**src/design/msaq_pkg.sv**
```systemverilog
// Shared constants, types and helpers of the multi-server admission queue.
// No dependencies; every other file of the block but the assertion header imports it.
package msaq_pkg;

	localparam int QUEUE_DEPTH = 256;
	localparam int MAX_SERVERS = 64;
	localparam int PTR_W       = $clog2(QUEUE_DEPTH);
	localparam int ID_W        = 16;
	localparam int TIME_W      = 32;
	localparam int BUSY_W      = 7;
	localparam int WAIT_W      = 9;
	localparam int CQ_DEPTH    = 2;
	localparam int CQ_IDX_W    = $clog2(CQ_DEPTH);
	localparam int CQ_CNT_W    = $clog2(CQ_DEPTH + 1);
	localparam int APB_ADDR_W  = 4;
	localparam int APB_DATA_W  = 32;

	typedef enum logic {
		CMD_ARRIVAL  = 1'b0,
		CMD_COMPLETE = 1'b1
	} cmd_t;

	typedef enum logic [1:0] {
		REG_SERVER_COUNT = 2'd0,
		REG_QUEUE_LIMIT  = 2'd1,
		REG_SERVICE_TIME = 2'd2
	} reg_idx_t;

	// Decision made by the front end for one accepted beat.
	typedef struct packed {
		logic              released;
		logic              started;
		logic              from_fifo;
		logic              enqueued;
		logic              dropped;
		logic [PTR_W-1:0]  ptr;
		logic [ID_W-1:0]   job_id;
		logic [TIME_W-1:0] now;
		logic [BUSY_W-1:0] busy;
		logic [WAIT_W-1:0] waiting;
	} action_t;

	typedef struct packed {
		logic [ID_W-1:0]   id;
		logic [TIME_W-1:0] stamp;
	} fifo_entry_t;

	function automatic logic [PTR_W-1:0] next_slot(input logic [PTR_W-1:0] p);
		logic [PTR_W-1:0] r;
		if (p == PTR_W'(QUEUE_DEPTH - 1))
			r = '0;
		else
			r = p + PTR_W'(1);
		return r;
	endfunction

endpackage

```
**src/design/msaq_if.sv**
```systemverilog
// Valid/ready channel interfaces of the multi-server admission queue.
// Depends on msaq_pkg for field widths.
interface msaq_in_if import msaq_pkg::*; ();
	logic              valid;
	logic              ready;
	logic              command;
	logic [ID_W-1:0]   job_id;
	logic [TIME_W-1:0] now;

	modport source(output valid, command, job_id, now, input ready);
	modport sink(input valid, command, job_id, now, output ready);
endinterface


```
**src/design/msaq_front.sv**
```systemverilog
// Front end: accepts beats, keeps server and FIFO bookkeeping, classifies each beat.
// Depends on msaq_pkg and msaq_in_if.
module msaq_front import msaq_pkg::*; (
	input  logic               clk,
	input  logic               arst_n,
	msaq_in_if.sink            in_ch,
	input  logic [BUSY_W-1:0]  server_count,
	input  logic [WAIT_W-1:0]  queue_limit,
	output logic               push_valid,
	input  logic               push_ready,
	output action_t            push_data
);

	logic [BUSY_W-1:0] busy_q, busy_n, busy_dec, servers;
	logic [WAIT_W-1:0] waiting_q, waiting_n, limit;
	logic [PTR_W-1:0]  head_q, head_n, tail_q, tail_n;
	logic              take;

	assign in_ch.ready = push_ready;
	assign take        = in_ch.valid && push_ready;
	assign push_valid  = in_ch.valid;

	assign servers  = (server_count > BUSY_W'(MAX_SERVERS)) ? BUSY_W'(MAX_SERVERS) : server_count;
	assign limit    = (queue_limit > WAIT_W'(QUEUE_DEPTH)) ? WAIT_W'(QUEUE_DEPTH) : queue_limit;
	assign busy_dec = (busy_q != '0) ? busy_q - BUSY_W'(1) : busy_q;

	always_comb begin
		busy_n    = busy_q;
		waiting_n = waiting_q;
		head_n    = head_q;
		tail_n    = tail_q;
		push_data = '0;
		push_data.job_id = in_ch.job_id;
		push_data.now    = in_ch.now;
		if (in_ch.command == CMD_COMPLETE) begin
			push_data.released = 1'b1;
			if (waiting_q != '0) begin
				// Head of the FIFO takes the freed server.
				push_data.started   = 1'b1;
				push_data.from_fifo = 1'b1;
				push_data.ptr       = head_q;
				head_n    = next_slot(head_q);
				waiting_n = waiting_q - WAIT_W'(1);
				busy_n    = busy_dec + BUSY_W'(1);
			end else begin
				busy_n = busy_dec;
			end
		end else begin
			priority if (busy_q < servers) begin
				push_data.started = 1'b1;
				busy_n = busy_q + BUSY_W'(1);
			end else if (waiting_q >= limit) begin
				push_data.dropped = 1'b1;
			end else begin
				push_data.enqueued = 1'b1;
				push_data.ptr      = tail_q;
				tail_n    = next_slot(tail_q);
				waiting_n = waiting_q + WAIT_W'(1);
			end
		end
		push_data.busy    = busy_n;
		push_data.waiting = waiting_n;
	end

	always_ff @(posedge clk or negedge arst_n) begin
		if (!arst_n) begin
			busy_q    <= '0;
			waiting_q <= '0;
			head_q    <= '0;
			tail_q    <= '0;
		end else if (take) begin
			busy_q    <= busy_n;
			waiting_q <= waiting_n;
			head_q    <= head_n;
			tail_q    <= tail_n;
		end
	end

endmodule

```
**src/flat_wrapper.sv**
```systemverilog
// flat-port wrapper written by rule: the top's interface ports become plain ports
module msaq_front_flat import msaq_pkg::*;
  (clk, arst_n, server_count, queue_limit, push_valid, push_ready, push_data, in_ch_valid, in_ch_command, in_ch_job_id, in_ch_now, in_ch_ready);
  msaq_in_if in_ch_i ();
  input  logic clk;
  input  logic arst_n;
  input  logic [BUSY_W-1:0] server_count;
  input  logic [WAIT_W-1:0] queue_limit;
  output logic push_valid;
  input  logic push_ready;
  output action_t push_data;
  input wire logic [$bits(in_ch_i.valid)-1:0] in_ch_valid;
  input wire logic [$bits(in_ch_i.command)-1:0] in_ch_command;
  input wire logic [$bits(in_ch_i.job_id)-1:0] in_ch_job_id;
  input wire logic [$bits(in_ch_i.now)-1:0] in_ch_now;
  output wire logic [$bits(in_ch_i.ready)-1:0] in_ch_ready;
  assign in_ch_i.valid = in_ch_valid;
  assign in_ch_i.command = in_ch_command;
  assign in_ch_i.job_id = in_ch_job_id;
  assign in_ch_i.now = in_ch_now;
  assign in_ch_ready = in_ch_i.ready;
  msaq_front u_core (.clk(clk), .arst_n(arst_n), .in_ch(in_ch_i), .server_count(server_count), .queue_limit(queue_limit), .push_valid(push_valid), .push_ready(push_ready), .push_data(push_data));
endmodule
```
**config.mk**
```make
export PLATFORM = sky130hd
export DESIGN_NAME = msaq_front_flat
export DESIGN_NICKNAME = d
export VERILOG_FILES = /design/src/design/msaq_pkg.sv /design/src/design/msaq_if.sv /design/src/design/msaq_front.sv /design/src/flat_wrapper.sv
export SDC_FILE = /design/constraint.sdc
export NUM_CORES = 1
export LEC_CHECK = 0
export BUFFER_PORTS_ARGS = -buffer_cell sky130_fd_sc_hd__buf_2
export CORE_ASPECT_RATIO = 0.5
export CORE_UTILIZATION = 53
export DETAILED_ROUTE_END_ITERATION = 8
export PLACE_DENSITY = 0.88
export SETUP_SLACK_MARGIN = 0.3
export SYNTH_ARGS = -nofsm -noshare
export SYNTH_HDL_FRONTEND = slang
export SYNTH_SLANG_ARGS = --single-unit
```
**constraint.sdc**
```tcl
create_clock -name clk -period 5 [get_ports clk]
set_input_delay 0.5 -clock clk [delete_from_list [all_inputs] [get_ports clk]]
set_output_delay 0.5 -clock clk [all_outputs]
set_load 0.05 [all_outputs]
```
======== After elaboration in Yosys (flattened, before gate mapping) ========
Cells that the tools add are included.
storage, ports and cells
  flip-flop bits (word level) ............. 32
  bits in read-only memories .............. 0
  memory bits (writable) .................. 0
  memories kept ........................... 0
  bits of input ports ..................... 69
  output and inout port bits .............. 79
  bits in latches ......................... 0
operators by class
  divide/modulo/power cells ............... 0
  shifts and indexed selects .............. 0
  reduce and logical (&&, ||, !) cells .... 5
  $lt $le $gt $ge ......................... 4
  multiplexer cells ....................... 24
  equality and inequality tests ........... 2
  multipliers ............................. 0
  bitwise gates (word level) .............. 3
  $add $sub $neg .......................... 7
operator list
  operator                                          count
  two-way mux 9 bit                                 5
  two-way mux 8 bit                                 5
  two-way mux 7 bit                                 5
  adder 8 x 1 -> 8 bit, second input constant       2
  equality test 8 bit, second input constant        2
  adder 7 x 1 -> 7 bit, second input constant       2
  two-way mux 10 bit                                1
  adder 9 x 1 -> 9 bit, second input constant       1
  greater-or-equal comparator 9 bit                 1
  > comparator 9 bit, second input constant         1
  nonzero test 9 bit                                1
  subtractor 9 x 1 -> 9 bit, second input constant  1
  > comparator 7 bit, second input constant         1
  less-than comparator 7 bit                        1
  nonzero test 7 bit                                1
  subtractor 7 x 1 -> 7 bit, second input constant  1
  two-way mux 1 bit                                 6
  two-way mux 2 bit                                 2
  AND reduction 4 bit                               1
  inverter 1 bit                                    3
  AND reduction 3 bit                               1
  logical AND 1 bit                                 1

======== Logic depth before layout (Yosys ltp) ========
  depth in word-level cells ............... 6
  mapped depth ............................ 11

======== Worst setup path before layout ========
No wires, ideal clock.
  path kind ............................... input-to-output
  start point ............................. in server_count[6]
  end point ............................... out push_data[1] (netlist name)
  arrival ................................. 3.604 ns
  required time ........................... 4.500 ns
  path buffers ............................ 2
  setup slack ............................. 0.896 ns
  cell stages on the path ................. 10
  cells stage by stage .................... inv_1 nand2_1 ha_1 and3_1 o21ai_0 o211ai_1 and3_1 clkbuf_1 buf_1 o31ai_1
RTL lines
  what         RTL line            text
  from (decl)  flat_wrapper.sv:7   input logic [BUSY_W-1:0] server_count;
  to (decl)    flat_wrapper.sv:11  output action_t push_data;

==> metrics.yaml <==
rows: 20
syn_nets: 525
vias_per_cell: 6.00
gr-total-overflow: 0
num-fill-cells: 544
vdd_drop_max_uv: 262
rsz0062_at_grt: "false"
final_nets: 509
yosysUniqueCellTypes: 53
port_buffers: 51
clk_latency_ps: 270
clk_pin_slew_ps: 50
crit_path_max_fanout: 14
track_usage_pct: 25.1
ys_seq_elements: 32
cp-start-kind: "flop"
fin_crit_ps: 3690
finalWeightedCongestion: 0.890
cts-root-buf: "clkbuf_16"
initial_core_util_pct: 55.9
p_leak_nw: 1.58
worstPathRequired_ps: 4500
synth_top_area_share_pct: 23.3
antenna_left: 0
final_hold_viol_count: 0
min_path_type: "primary input to asynchronous set/reset pin"
yosysSeqAreaShare_pct: 23.3
final_common_cell: "nand2_1"
cts_resized: 0
cp-end-kind: "output port"
clk_path_buf_depth: 2
synth_area_leaders: "dfrtp_1 (23%), buf_4 (11%), ha_1 (8.4%)"
cts_tree: "built"
setup_violations: 0
htree_levels: 2
powerDensity_nw_per_um2: 601
syn_inst: 433
antenna_found_initial: 0
drt_iter0_markers: 333
dieWidth_um: 116
tightest_slew_ps: 746
cts_buffers: 5
core_um2: 6160
dr.pass1.iters: 5
synth_area_per_cell_um2: 7.95
final_cells: 506
setup_tns_ps: 0
routed-via-count: 3035
ctsHoldBuffers: 0
drv_slew: 0
async_reset_ff_share_pct: 100
dp_hpwl_um: 6020
maxCapViolations: 0
routedWlPerCell_um: 16.3
pin_count: 148
die_h_um: 59.0
dieArea_um2: 6840
r2r_slack_ps: 1960
yosysTopAreaCell: "dfrtp_1"
critical_path_arrival_ps: 3190
grt_max_degree: 33
relSlewSlack_pct: 50.1
layout-drive-gt1-share_pct: 17.2
dp.cells: 498
antenna_cells: 0
yosysWarningCount: 0
first_global_vias: 2726
route.detailed.drc: 0
area_delta_synth_final_pct: 1.09
crit_type: "flop to output port"
wl_um: 8240
clock-sinks: 32
post-route-period-util_pct: 73.8
synth_edf_count: 0
skew_ps: 4.97
mostFrequentLayoutCells: "nand2_1 (52), buf_2 (51), nor2_1 (32), dfrtp_1 (32), xnor2_1 (26)"
syn_area_um2: 3440
max_freq_ghz: 0.271
synth_ff_type: "dfrtp_1"
grt_pass1_wl_um: 13300
status: "finished, final reports clean"
cts_setup_buffers: 0
## cell usage after synthesis (3+ instances only)
| cell | number |
|---|---|
| nand2_1 | 52 |
| nand2b_1 | 3 |
| mux2i_1 | 7 |
| o21ai_0 | 16 |
| a21o_1 | 5 |
| buf_4 | 52 |
| o31ai_1 | 9 |
| or3_1 | 6 |
| nor2_1 | 32 |
| o41ai_1 | 4 |
| nand4_1 | 7 |
| a22o_1 | 8 |
| and2_1 | 5 |
| ha_1 | 23 |
| nor2b_1 | 5 |
| xnor2_1 | 26 |
| buf_6 | 3 |
| clkbuf_1 | 18 |
| nand3_1 | 14 |
| dfrtp_1 | 32 |
| o211ai_1 | 6 |
| a21oi_1 | 12 |
| a31oi_1 | 6 |
| mux2_2 | 3 |
| inv_1 | 11 |
| nor3_1 | 13 |
| xor2_1 | 13 |
| and3_1 | 7 |
## final timing paths
| path | from | endpoint | depth (start not counted) |
|---|---|---|---|
| min in group clk | u_core.head_q[4] | u_core.head_q[4] | 1 |
| worst max-delay path | u_core.busy_q[4] | push_data[15] | 9 |
| worst min-delay path | arst_n | u_core.busy_q[5] | 1 |
| worst max register to register | u_core.waiting_q[0] | u_core.tail_q[1] | 8 |
| max in group asynchronous | arst_n | u_core.waiting_q[8] | 1 |
| worst min register to register | u_core.head_q[4] | u_core.head_q[4] | 1 |
## layout make-up
cell class	instances	area, µm²	share of cell area, %
Multi-Input combinational cell	313	2090	60.2
Sequential cell	32	801	23.0
Timing Repair Buffer	52	263	7.55
Clock buffer	6	129	3.70
Tap cell	88	110	3.16
Inverter	13	48.8	1.40
Clock inverter	2	35.0	1.01
## cell families after synthesis
group	count (synthesis)	share of synthesized area [%]
AND/OR/NAND/NOR	159	22.7
XOR/XNOR	39	9.92
buffers and inverters	88	15.9
multiplexers	10	3.02
flip-flops	32	23.3
AO/OA/AOI/OAI	82	16.9
adder cells (fa/ha/maj)	23	8.36
## flip-flops by register name, summed over array words and instances, names as in the netlist
register,flops
u_core.head_q,8
u_core.tail_q,8
u_core.busy_q,7
u_core.waiting_q,9
## worst max-delay path: stages, from the launching register on
cell,delay [ps]
dfrtp_1,650
ha_1,330
and3_1,160
o21ai_0,230
o211ai_1,130
buf_4,210
nor4_1,610
xnor2_1,140
mux2i_1,160
buf_2,290
## through the flow
stage	power (W)	hold WS, ps	instance area [µm²]	util, %	worst slack (ps)
finish	0.00209	280	3480	56.5	1310
global route	0.00223	349	3480	56.5	1150
CTS	0.00209	309	3480	56.5	1370
detailed placement	0.00173	509	3320	53.9	1430
global placement	0.00169	500	3320	53.9	1520
floorplan	0.00158	204	3440	-	896
## where the power goes
part / total [W] / switching (W) / internal [W]
Combinational: 0.00123 / 0.000818 / 0.000414
Clock: 0.000343 / 0.000109 / 0.000234
Sequential: 0.000519 / 0.000184 / 0.000334
Total: 0.00209 / 0.00111 / 0.000983
## metal layers
layer | vias to the layer above | share of wire (%) | GRT usage [%]
li1 | 1449 | - | -
met1 | 1421 | 42 | 32.5
met2 | 131 | 48 | 43.1
met3 | 34 | 7.5 | 4.19
met4 | 0 | 1.9 | 8.97
met5 | - | 0 | 0
Power figures use the tool's default switching activity.
