<file path="src/design/msaq_pkg.sv">
// Shared constants, types and helpers of the multi-server admission queue.
// No dependencies; every other file of the block but the assertion header imports it.
package msaq_pkg;

	localparam int QUEUE_DEPTH = 256;
	localparam int MAX_SERVERS = 64;
	localparam int PTR_W       = $clog2(QUEUE_DEPTH);
	localparam int ID_W        = 16;
	localparam int TIME_W      = 32;
	localparam int BUSY_W      = 7;
	localparam int WAIT_W      = 9;
	localparam int CQ_DEPTH    = 2;
	localparam int CQ_IDX_W    = $clog2(CQ_DEPTH);
	localparam int CQ_CNT_W    = $clog2(CQ_DEPTH + 1);
	localparam int APB_ADDR_W  = 4;
	localparam int APB_DATA_W  = 32;

	typedef enum logic {
		CMD_ARRIVAL  = 1'b0,
		CMD_COMPLETE = 1'b1
	} cmd_t;

	typedef enum logic [1:0] {
		REG_SERVER_COUNT = 2'd0,
		REG_QUEUE_LIMIT  = 2'd1,
		REG_SERVICE_TIME = 2'd2
	} reg_idx_t;

	// Decision made by the front end for one accepted beat.
	typedef struct packed {
		logic              released;
		logic              started;
		logic              from_fifo;
		logic              enqueued;
		logic              dropped;
		logic [PTR_W-1:0]  ptr;
		logic [ID_W-1:0]   job_id;
		logic [TIME_W-1:0] now;
		logic [BUSY_W-1:0] busy;
		logic [WAIT_W-1:0] waiting;
	} action_t;

	typedef struct packed {
		logic [ID_W-1:0]   id;
		logic [TIME_W-1:0] stamp;
	} fifo_entry_t;

	function automatic logic [PTR_W-1:0] next_slot(input logic [PTR_W-1:0] p);
		logic [PTR_W-1:0] r;
		if (p == PTR_W'(QUEUE_DEPTH - 1))
			r = '0;
		else
			r = p + PTR_W'(1);
		return r;
	endfunction

endpackage

</file>
<file path="src/design/msaq_cq.sv">
// Short decision queue between front and back end.
// Depends on msaq_pkg.
module msaq_cq import msaq_pkg::*; (
	input  logic    clk,
	input  logic    arst_n,
	input  logic    push_valid,
	output logic    push_ready,
	input  action_t push_data,
	output logic    pop_valid,
	input  logic    pop_ready,
	output action_t pop_data
);

	action_t             ent_q [CQ_DEPTH];
	logic [CQ_IDX_W-1:0] wr_q, rd_q;
	logic [CQ_CNT_W-1:0] cnt_q;
	logic                push, pop;

	assign push_ready = cnt_q != CQ_CNT_W'(CQ_DEPTH);
	assign pop_valid  = cnt_q != '0;
	assign pop_data   = ent_q[rd_q];
	assign push       = push_valid && push_ready;
	assign pop        = pop_valid && pop_ready;

	function automatic logic [CQ_IDX_W-1:0] bump(input logic [CQ_IDX_W-1:0] p);
		logic [CQ_IDX_W-1:0] r;
		if (p == CQ_IDX_W'(CQ_DEPTH - 1))
			r = '0;
		else
			r = p + CQ_IDX_W'(1);
		return r;
	endfunction

	always_ff @(posedge clk) begin
		if (push)
			ent_q[wr_q] <= push_data;
	end

	always_ff @(posedge clk or negedge arst_n) begin
		if (!arst_n) begin
			wr_q  <= '0;
			rd_q  <= '0;
			cnt_q <= '0;
		end else begin
			if (push)
				wr_q <= bump(wr_q);
			if (pop)
				rd_q <= bump(rd_q);
			if (push && !pop)
				cnt_q <= cnt_q + CQ_CNT_W'(1);
			else if (pop && !push)
				cnt_q <= cnt_q - CQ_CNT_W'(1);
		end
	end

endmodule

</file>
<file path="config.mk">
export PLATFORM = sky130hd
export DESIGN_NAME = msaq_cq
export DESIGN_NICKNAME = d
export VERILOG_FILES = /design/src/design/msaq_pkg.sv /design/src/design/msaq_cq.sv
export SDC_FILE = /design/constraint.sdc
export NUM_CORES = 1
export LEC_CHECK = 0
export ABC_AREA = 1
export BUFFER_PORTS_ARGS = -buffer_cell sky130_fd_sc_hd__buf_4
export CAP_MARGIN = 40
export CELL_PAD_IN_SITES_DETAIL_PLACEMENT = 1
export CELL_PAD_IN_SITES_GLOBAL_PLACEMENT = 1
export CORE_MARGIN = 2
export CORE_UTILIZATION = 41
export CTS_CLUSTER_SIZE = 30
export DETAILED_ROUTE_END_ITERATION = 8
export PLACE_DENSITY = 0.82
export SYNTH_ARGS = -nofsm -noshare
export SYNTH_HDL_FRONTEND = slang
export SYNTH_SLANG_ARGS = --single-unit
</file>
<file path="constraint.sdc">
create_clock -name clk -period 6.35 [get_ports clk]
set_clock_uncertainty 0.15 [all_clocks]
set_input_delay 0.3175 -clock clk [delete_from_list [all_inputs] [get_ports clk]]
set_output_delay 0.3175 -clock clk [all_outputs]
set_load 0.02 [all_outputs]
</file>
## Word level (Yosys, flattened, before mapping)

Memory sizes are Yosys's and may differ from the RTL's.
Cells that the tools add are included.

- Add/sub/neg operators: 4
- Equality and inequality tests: 1
- Multiplexer cells: 6
- Reduce and logical (&&, ||, !) cells: 8

Operators by type and width:

| cell | number |
|---|---|
| 1-bit logical AND | 4 |
| 1-bit two-way mux | 4 |
| 2-bit two-way mux | 2 |
| 2-bit nonzero test | 2 |
| 1-bit adder, second input constant | 2 |
| 2-bit by 1-bit adder with 2-bit output, second input constant | 1 |
| 1-bit logical NOT | 2 |
| 2-bit != test, second input constant | 1 |
| 2-bit by 1-bit subtractor with 2-bit output, second input constant | 1 |

- Bits in registers: 4
- Memory bits (writable): 154
- Output and inout bits: 79
- Memories kept: 1

Memory list:

| memory | depth | width | rd ports | clocked after memory_dff | wr ports | line | source |
|---|---|---|---|---|---|---|---|
| ent_q | 2 | 77 | 1 | 0 | 1 | msaq_cq.sv:14 | `action_t ent_q [CQ_DEPTH];` |

## Depth between registers and ports, before layout

Gate-level depths: netlist (run 1).

- Depth in word-level cells: 6
- Mapped depth: 10
- Depth with buffers taken out: 10

## Worst setup path before layout (run 1)

No wires, ideal clock.

- Kind: flip-flop to flip-flop
- Start: register cnt_q[0]
- End: memory ent_q[0][0] (netlist name) (enable)
- Setup time: 0.513 ns
- Arrival: 3.978 ns
- Required time: 5.687 ns
- Setup slack: 1.709 ns
- Cell stages (with the launch flop): 5
- Path buffers: 0
- Period minus slack after synthesis: 4.641 ns
- Cells stage by stage: dfrtp_1 inv_1 nand2_1 nand2_1 nor2_1

- Word-level cells in the longest chain between the ends: 4

RTL lines:

| item | line | source |
|---|---|---|
| start: declaration | msaq_cq.sv:16 | `logic [CQ_CNT_W-1:0] cnt_q;` |
| start signal: assignment | msaq_cq.sv:50 | `cnt_q <= cnt_q + CQ_CNT_W'(1);` |
| start signal: assignment | msaq_cq.sv:52 | `cnt_q <= cnt_q - CQ_CNT_W'(1);` |
| 2-bit != test | msaq_cq.sv:19 | `assign push_ready = cnt_q != CQ_CNT_W'(CQ_DEPTH);` |
| via push_ready | msaq_cq.sv:7 | `output logic push_ready,` |
| 1-bit logical AND | msaq_cq.sv:22 | `assign push = push_valid && push_ready;` |
| 1-bit two-way mux | msaq_cq.sv:35 | `if (push)` |
| 1-bit two-way mux (implied by the code) | msaq_cq.sv:36 | `ent_q[wr_q] <= push_data;` |
| end: declaration | msaq_cq.sv:14 |  |

The timed path passes the listed nets, and every way through them passes these cells.

## Final worst setup path (run 1)

- Start: register cnt_q[0]
- End: memory ent_q[1][3] (netlist name) (enable)

- Word-level cells in the longest chain between the ends: 4

RTL lines:

| item | line |
|---|---|
| 2-bit != test | msaq_cq.sv:19 |
| 1-bit logical AND | msaq_cq.sv:22 |
| 1-bit two-way mux | msaq_cq.sv:35 |
| 1-bit two-way mux (implied by the code) | msaq_cq.sv:36 |

No other way between the ends.

==> results of run 1 <==
## layout make-up
| class | instances | area, µm² | area share, % |
|---|---|---|---|
| Sequential cell | 158 | 4730 | 55.1 |
| Timing Repair Buffer | 244 | 2070 | 24.1 |
| Multi-Input combinational cell | 249 | 973 | 11.3 |
| Clock buffer | 20 | 437 | 5.09 |
| Tap cell | 180 | 225 | 2.62 |
| Clock inverter | 9 | 121 | 1.41 |
| Inverter | 7 | 26.3 | 0.306 |
| Antenna cell | 1 | 2.50 | 0.0292 |
## worst register-to-register path: cells and delay by family (launching register included)
| family | cells | cell delay [ps] |
|---|---|---|
| simple gates | 3 | 880 |
| flops | 1 | 400 |
| buf+inv | 3 | 820 |
## per-layer routing
metal | global-route usage, % | routed length [µm]
met1 | 23.1 | 5850
met2 | 40.5 | 8710
met3 | 5.35 | 778
met4 | 7.95 | 294
met5 | 0 | 0
## power by group
part | internal [W] | switching [W] | leakage, nW
Combinational | 0.000552 | 0.00101 | 1.91
Clock | 0.000606 | 0.000367 | 0.264
Sequential | 0.00143 | 0.0000683 | 1.48
## per-stage QoR
step | worst slack [ps] | area (µm²) | utilization, % | hold WS, ps
detailed placement | 3740 | 7230 | 52.1 | -33.1
global placement | 3590 | 7170 | 51.7 | -34.7
global route | 3520 | 8580 | 61.8 | 67.6
finish | 3700 | 8580 | 61.8 | 71.8
CTS | 3720 | 8580 | 61.8 | 71.8
floorplan | 1710 | 5820 | - | -128
## how the worst max path moves through the flow
stage	endpoint	slack, ps	depth (start not counted)
floorplan	ent_q[0][0]	1710	4
global placement	ent_q[0][14]	3590	5
detailed placement	ent_q[1][11]	3740	6
CTS	ent_q[1][14]	3720	6
global route	ent_q[1][3]	3520	6
finish	ent_q[1][3]	3700	6
## cell families after synthesis
group | after synthesis
fa+ha+maj | 1
xor+xnor | 2
simple gates | 246
buf+inv | 24
flops | 158
## layout by cell type (no fill, tap or decap)
cell and n:
nand2_1 241, buf_4 163, edfxtp_1 154, dlygate4sd3_1 79, clkbuf_16 17, inv_1 6
clkinv_1 3, bufinv_16 3, clkbuf_1 3, dfrtp_1 3, nor2_4 2, nand3_1 2
clkinvlp_4 2, buf_16 2, diode_2 1, inv_2 1, xnor2_1 1, xor2_1 1
nand4_1 1, ha_1 1, clkinv_2 1, dfrtp_2 1
## registers in the layout (all words and copies together) (netlist names)
| signal | flops |
|---|---|
| ent_q | 154 |
| cnt_q | 2 |
| rd_q | 1 |
| wr_q | 1 |
==> results.cfg, run 1 <==
[run_status]
outcome = finished, final reports clean

[routing]
num_vias = 4154
drtIter0Drc = 229
drc_errors = 0
dr.pass1.iters = 4
via_per_inst = 4.79
wl_mm = 15.6
ant_nets = 0
wire_per_inst_um = 18.0

[global_routing]
grt_pass1_vias = 4575
overflow = 0
grt_usage_pct = 21.5
antenna_found_initial = 1
grt_pass1_wl_mm = 23.8
grt_max_degree = 79

[logic_synthesis]
yosysWarningCount = 0
synth_edf_count = 154
seq_area_frac_synth_pct = 81.2
synthMostInstantiatedCell = nand2_1
synthCells = 431
synth_top_area_share_pct = 79.4
yosys.area_share.adder_pct = 0.215
async_flop_share_pct = 2.53
synth_area_per_cell_um2 = 13.5
ys_top_cells_by_count = 241 x nand2_1, 154 x edfxtp_1, 11 x buf_2
synth_simple_gate_area_share_pct = 16.0
synth_nets = 513
synth_compound_area_share_pct = 0
syn_area_um2 = 5820
synth_top_family_by_area = simple AND/OR/NAND/NOR gates
synth_area_leaders = edfxtp_1 79%, nand2_1 16%, dfrtp_1 1.7%, buf_2 0.95%, buf_6 0.58%
muxShareOfSynthArea_pct = 0
ys.flop_type = edfxtp_1
synth_area_leader_cell = edfxtp_1
synth_cell_types = 14
synth-seq-cells = 158
synthXorXnorAreaFrac_pct = 0.301

[worst_setup_path]
rr_startpoint = cnt_q[0]
r2r_slack_ps = 3700
startpoint = cnt_q[0]
worst-r2r-cell-count = 6
critPathMaxFanout = 38
cpMostUsedCell = nand2_1
timing.rr.end = ent_q[1][3]
cpLargestDelayFamily = simple AND/OR/NAND/NOR gates
crit_arrival_ps = 2540
startpoint_type = flip-flop
path_cells = inv_1 > nand2_1 > nand2_1 > nor2_4 > buf_16 > buf_4
path_class = reg2reg
critical_path.slowest_cell = nor2_4
required_ps = 6240
crit_path_end_kind = flip-flop
critical-path-max-stage-delay_ps = 610
path_buf_inv = 3

[layout]
finalNetCount = 759
fillers = 1358
finalNonFillerCells = 868
area_delta_synth_final_pct = 47.4
drive_above_1_share_pct = 27.9

[clocking]
post_cts_resized = 0
clockBufferDepth = 2
cts_hold_buf = 79
worstSkewPairLatency_ps = 410
clkTransAtPathRegs_ps = 60
postCtsSetupBuffers = 0
cts_tree = built
cts.sinks = 158
cts_max_level = 4
root_buffer = clkbuf_16
cts_inserted_buffers = 17

[floorplan]
ioPinCount = 160
core_area_um2 = 13900
initial_core_util_pct = 41.9
dieWidth_um = 123
die_area_um2 = 15200
rows = 43
die_y_um = 123

[timing]
fmax_ghz = 0.378
fin_setup_tns_ps = 0
tightestPinTransition_ps = 869
timing.final.crit_share_pct = 41.7
final.min_clock_period_ps = 2650
setup_violations = 0
slew_headroom_pct = 42.0
rsz0062_at_grt = no
maxSlewViolCount = 0
timing_hold_violations_final = 0

[place]
dp_cells = 759
place_congestion = 0.740
hpwl_mm = 8.92
numPortBuffers = 159

[power_and_ir_drop]
power_density_nw_per_um2 = 469
ir_worst_vdd_mv = 0.248
p_leak_nw = 3.65
power_w = 0.00403

[hold_path]
hold_path_class = in2async

[flow_run]
maxCapViolCount = 0
Note: power is estimated with default switching activity, not from simulation.
==> run 2, diff against run 1 <==
==> constraint.sdc (replaced) <==
create_clock -name clk -period 2.61 [get_ports clk]
set_clock_uncertainty 0.15 [all_clocks]
set_input_delay 0.1305 -clock clk [delete_from_list [all_inputs] [get_ports clk]]
set_output_delay 0.1305 -clock clk [all_outputs]
set_load 0.02 [all_outputs]
==> run 2 against run 1 <==
  * Global-route usage fell by 0.76 points
  * Worst hold slack got worse by 39 ps
  * Via count is the same
  * Register-to-register slack worse by 2900 ps
  * Clock-buffer cell count fell by 1
  * Setup slack got worse by 3300 ps
  * Sequential power grew 140%
  * Power increased by 150%
  * Combinational power grew 140%
  * Critical path type is now reg2out
  * Highest routed layer unchanged
==> results.cfg, run 2 (synthesis gave the netlist of run 1 again) <==
[clocking]
clockBufferDepth = 2
clkTransAtPathRegs_ps = 60
root_buffer = clkbuf_16
cts.sinks = 158
cts_tree = built
post_cts_resized = 0
cts_inserted_buffers = 17
cts_hold_buf = 80
worstSkewPairLatency_ps = 410
postCtsSetupBuffers = 0
cts_max_level = 4

[worst_setup_path]
crit_path_end_kind = output port
path_class = reg2out
required_ps = 2330
startpoint_type = flip-flop
crit_arrival_ps = 1920
critPathMaxFanout = 78

[timing]
final.min_clock_period_ps = 2200
tightestPinTransition_ps = 842
timing.final.crit_share_pct = 84.3
setup_violations = 0
fmax_ghz = 0.454
rsz0062_at_grt = no
timing_hold_violations_final = 0
slew_headroom_pct = 43.8
maxSlewViolCount = 0

[floorplan]
die_area_um2 = 15200
core_area_um2 = 13900
dieWidth_um = 123
initial_core_util_pct = 41.9
rows = 43
die_y_um = 123
ioPinCount = 160

[routing]
drc_errors = 0
dr.pass1.iters = 4
via_per_inst = 4.77
wl_mm = 15.2
drtIter0Drc = 222
wire_per_inst_um = 17.5
ant_nets = 0
num_vias = 4154

[global_routing]
grt_usage_pct = 20.8
grt_pass1_vias = 4524
antenna_found_initial = 0
overflow = 0
grt_pass1_wl_mm = 23.0
grt_max_degree = 79

[power_and_ir_drop]
ir_worst_vdd_mv = 0.578
power_w = 0.0100
p_leak_nw = 3.70
power_density_nw_per_um2 = 1160

[layout]
final_common_cell = nand2_1
fillers = 1342
finalNetCount = 760
final_cell_mix = 241 x nand2_1, 162 x buf_4, 154 x edfxtp_1
top_register = ent_q
multi_input_comb_area_um2 = 973
final-seq-area_um2 = 4730
area_delta_synth_final_pct = 48.7
antennaDiodeCount = 0
finalNonFillerCells = 871
largest_reg_flops = 154
fin_area_um2 = 8660
top_regs = ent_q: 154 flops, cnt_q: 2 flops
drive_above_1_share_pct = 28.7
fin_util_pct = 62.4

[place]
place_congestion = 0.698
placed_cell_area_um2 = 7230
numPortBuffers = 159
hpwl_mm = 8.36
dp_cells = 759

[flow_run]
maxCapViolCount = 0

[hold_path]
hold_path_class = in2reg

[run_status]
outcome = finished, final reports clean
==> run 2: cell types whose count changed in the layout (fill, tap and decap cells not counted), moves of 2 or more <==
cell / change
clkinv_1: -2
clkinv_2: +4
bufinv_16: +2
buf_16: -2
buf_12: +3
==> run 2: layout make-up <==
| type | count | area share (%) |
|---|---|---|
| flip-flops and latches | 158 | 54.6 |
| repair buffers | 245 | 24.0 |
| multi-input cells | 249 | 11.2 |
| clock buffers | 19 | 5.00 |
| well taps | 180 | 2.60 |
| clock inverters | 13 | 2.25 |
| inverters | 7 | 0.304 |
==> run 2: where the power goes <==
part	internal, W	total (W)	switching (W)
Clock	0.00168	0.00262	0.000939
Combinational	0.00134	0.00374	0.00240
Sequential	0.00347	0.00363	0.000163
==> run 2: worst max-delay path: stages, from the launching register on <==
cell and delay [ps]:
dfrtp_2 360, buf_4 670, nand2_1 160, nand2_1 150, buf_4 150
==> run 2: per-layer routing <==
metal | vias up | track usage (%) | routed length, µm
met1 | 2064 | 22.7 | 5840
li1 | 1944 | - | -
met4 | 0 | 7.60 | 256
met2 | 123 | 38.0 | 8360
met5 | - | 0 | 0
met3 | 23 | 5.90 | 787
==> run 2: path summary, 6_finish.rpt <==
kind / slack [ps] / endpoint / startpoint / cells past startpoint
min in group asynchronous: 470 / rd_q / arst_n / 3
min: 30 / wr_q / push_valid / 3
max: 410 / pop_data[47] / rd_q / 4
min reg2reg: 360 / cnt_q[1] / cnt_q[1] / 2
max reg2reg: 820 / cnt_q[1] / cnt_q[0] / 9
max in group asynchronous: 1650 / rd_q / arst_n / 3
==> run 2: through the flow <==
step / hold slack, ps / setup WS (ps) / TNS, ps
2_1_floorplan: -315 / -756 / -116350
3_3_place_gp: -216 / 905 / 0
3_5_place_dp: -214 / 834 / 0
4_1_cts: 21.8 / 387 / 0
5_1_grt: 78.3 / 229 / 0
6_report: 32.8 / 409 / 0
==> run 3, diff against run 2 <==
==> constraint.sdc (replaced) <==
create_clock -name clk -period 2.1 [get_ports clk]
set_clock_uncertainty 0.15 [all_clocks]
set_input_delay 0.105 -clock clk [delete_from_list [all_inputs] [get_ports clk]]
set_output_delay 0.105 -clock clk [all_outputs]
set_load 0.02 [all_outputs]
==> run 3 against run 2 <==
  * Sequential share of layout area is 0.50 points lower
  * Power rose by 28%
  * Global-route usage up 0.53 points
  * Design area up 0.93%
  * Clock-buffer cell count decreased by 2
  * First-iteration DRC count grew 8.1%
  * Via count increased by 0.55%
  * Non-clock buffer count up 3
  * Sequential power grew 25%
==> results.cfg, run 3 (synthesis gave the netlist of run 1 again) <==
[routing]
drtIter0Drc = 240
wl_mm = 16.0
via_per_inst = 4.78
num_vias = 4177
wl_met3_um = 656
wirelength_met1_mm = 6.18
ant_nets = 0
drc_errors = 0
wl_met2_mm = 8.73
dr.pass1.iters = 4
wire_per_inst_um = 18.3
dr.max_layer_used = met4

[worst_setup_path]
critPathMaxFanout = 32
crit_arrival_ps = 1660
required_ps = 1850
startpoint_type = flip-flop
crit_path_end_kind = output port
path_class = reg2out

[place]
placed_cell_area_um2 = 7260
hpwl_mm = 8.81
post-place-ws_ps = 412
numPortBuffers = 159
place_congestion = 0.724

[global_routing]
grt_pass1_vias = 4567
grt_max_degree = 47
overflow = 0
grt_usage_pct = 21.3
antenna_found_initial = 0
grt_pass1_wl_mm = 23.3

[timing]
maxSlewViolCount = 0
final.min_clock_period_ps = 1910
tightestPinTransition_ps = 459
setup_violations = 0
rsz0062_at_grt = no
slew_headroom_pct = 69.4
fin_ws_ps = 189
timing_hold_violations_final = 0
fmax_ghz = 0.523
timing.final.crit_share_pct = 91.0

[clocking]
cts_inserted_buffers = 17
cts_tree = built
clockBufferDepth = 2
worstSkewPairLatency_ps = 410
cts_max_level = 4
root_buffer = clkbuf_16
post_cts_resized = 0
cts.sinks = 158
clkTransAtPathRegs_ps = 70

[floorplan]
dieWidth_um = 123
die_y_um = 123
die_area_um2 = 15200
rows = 43
core_area_um2 = 13900
initial_core_util_pct = 41.9
ioPinCount = 160

[layout]
antennaDiodeCount = 0
top_register = ent_q
largest_reg_flops = 154
finalNetCount = 763
final_cell_mix = 239 x nand2_1, 164 x buf_4, 154 x edfxtp_1
top_regs = ent_q: 154 flops, cnt_q: 2 flops
area_delta_synth_final_pct = 50.1
fin_area_um2 = 8740
final_common_cell = nand2_1
drive_above_1_share_pct = 29.5

[power_and_ir_drop]
ir_worst_vdd_mv = 0.820
p_leak_nw = 3.74
power_density_nw_per_um2 = 1460
power_w = 0.0128

[flow_run]
maxCapViolCount = 0

[run_status]
outcome = finished, final reports clean

[hold_path]
hold_path_class = in2reg
[run 3: cell count changes in the layout (fill, tap and decap cells not counted), sizes merged]
cell,previous run,this run
dlygate4sd3,80,81
buf,165,167
clkinv,7,8
inv,7,8
clkinvlp,1,0
bufinv,5,6
clkbuf,19,17
[run 3: timing repair]
item / CTS / global route
hold buffers: 81 / 0
hold endpoints to repair: 160 / 0
buffers inserted: 0 / 0
[run 3: through the flow]
stage | util (%) | TNS [ps] | instances | hold slack, ps
floorplan | - | -36970 | 431 | -341
global placement | 52.3 | 0 | 761 | -244
detailed placement | 52.3 | 0 | 761 | -243
CTS | 62.9 | 0 | 874 | 239
global route | 62.9 | 0 | 874 | 261
finish | 62.9 | 0 | 874 | 260
[run 3: final cells by class]
cell class	instances	area, µm²
Fill cell	1356	5140
Multi-Input combinational cell	249	988
Sequential cell	158	4730
Clock inverter	15	243
Inverter	7	26.3
Clock buffer	17	425
Tap cell	180	225
Timing Repair Buffer	248	2100
[run 3: path summary, 6_finish.rpt]
kind | endpoint | start | slack (ps) | depth (start not counted)
worst max-delay path | pop_data[57] | rd_q | 190 | 5
worst min-delay path | ent_q[1][49] | push_data[49] | 260 | 2
worst max register to register | ent_q[1][23] | cnt_q[0] | 390 | 5
worst min register to register | cnt_q[0] | cnt_q[0] | 410 | 1
max in group asynchronous | rd_q | arst_n | 1140 | 3
min in group asynchronous | cnt_q[0] | arst_n | 460 | 3
[run 3: routing by layer]
layer | GRT usage [%] | up-vias
met5 | 0 | -
met4 | 9.02 | 0
met3 | 4.66 | 32
met2 | 39.9 | 140
met1 | 22.9 | 2053
li1 | - | 1952
[run 3: critical path, stage by stage, from the launching register on]
cell and delay, ps:
dfrtp_2 420, inv_2 90, buf_4 350, nand2_1 120
nand2_1 110, buf_4 150
[run 3: report_power, final]
part,leakage (nW),total [W],switching (W),internal [W]
combinational,1.93,0.00477,0.00308,0.00170
sequential,1.48,0.00454,0.000228,0.00431
clock,0.329,0.00346,0.00123,0.00223
total,3.74,0.0128,0.00454,0.00824
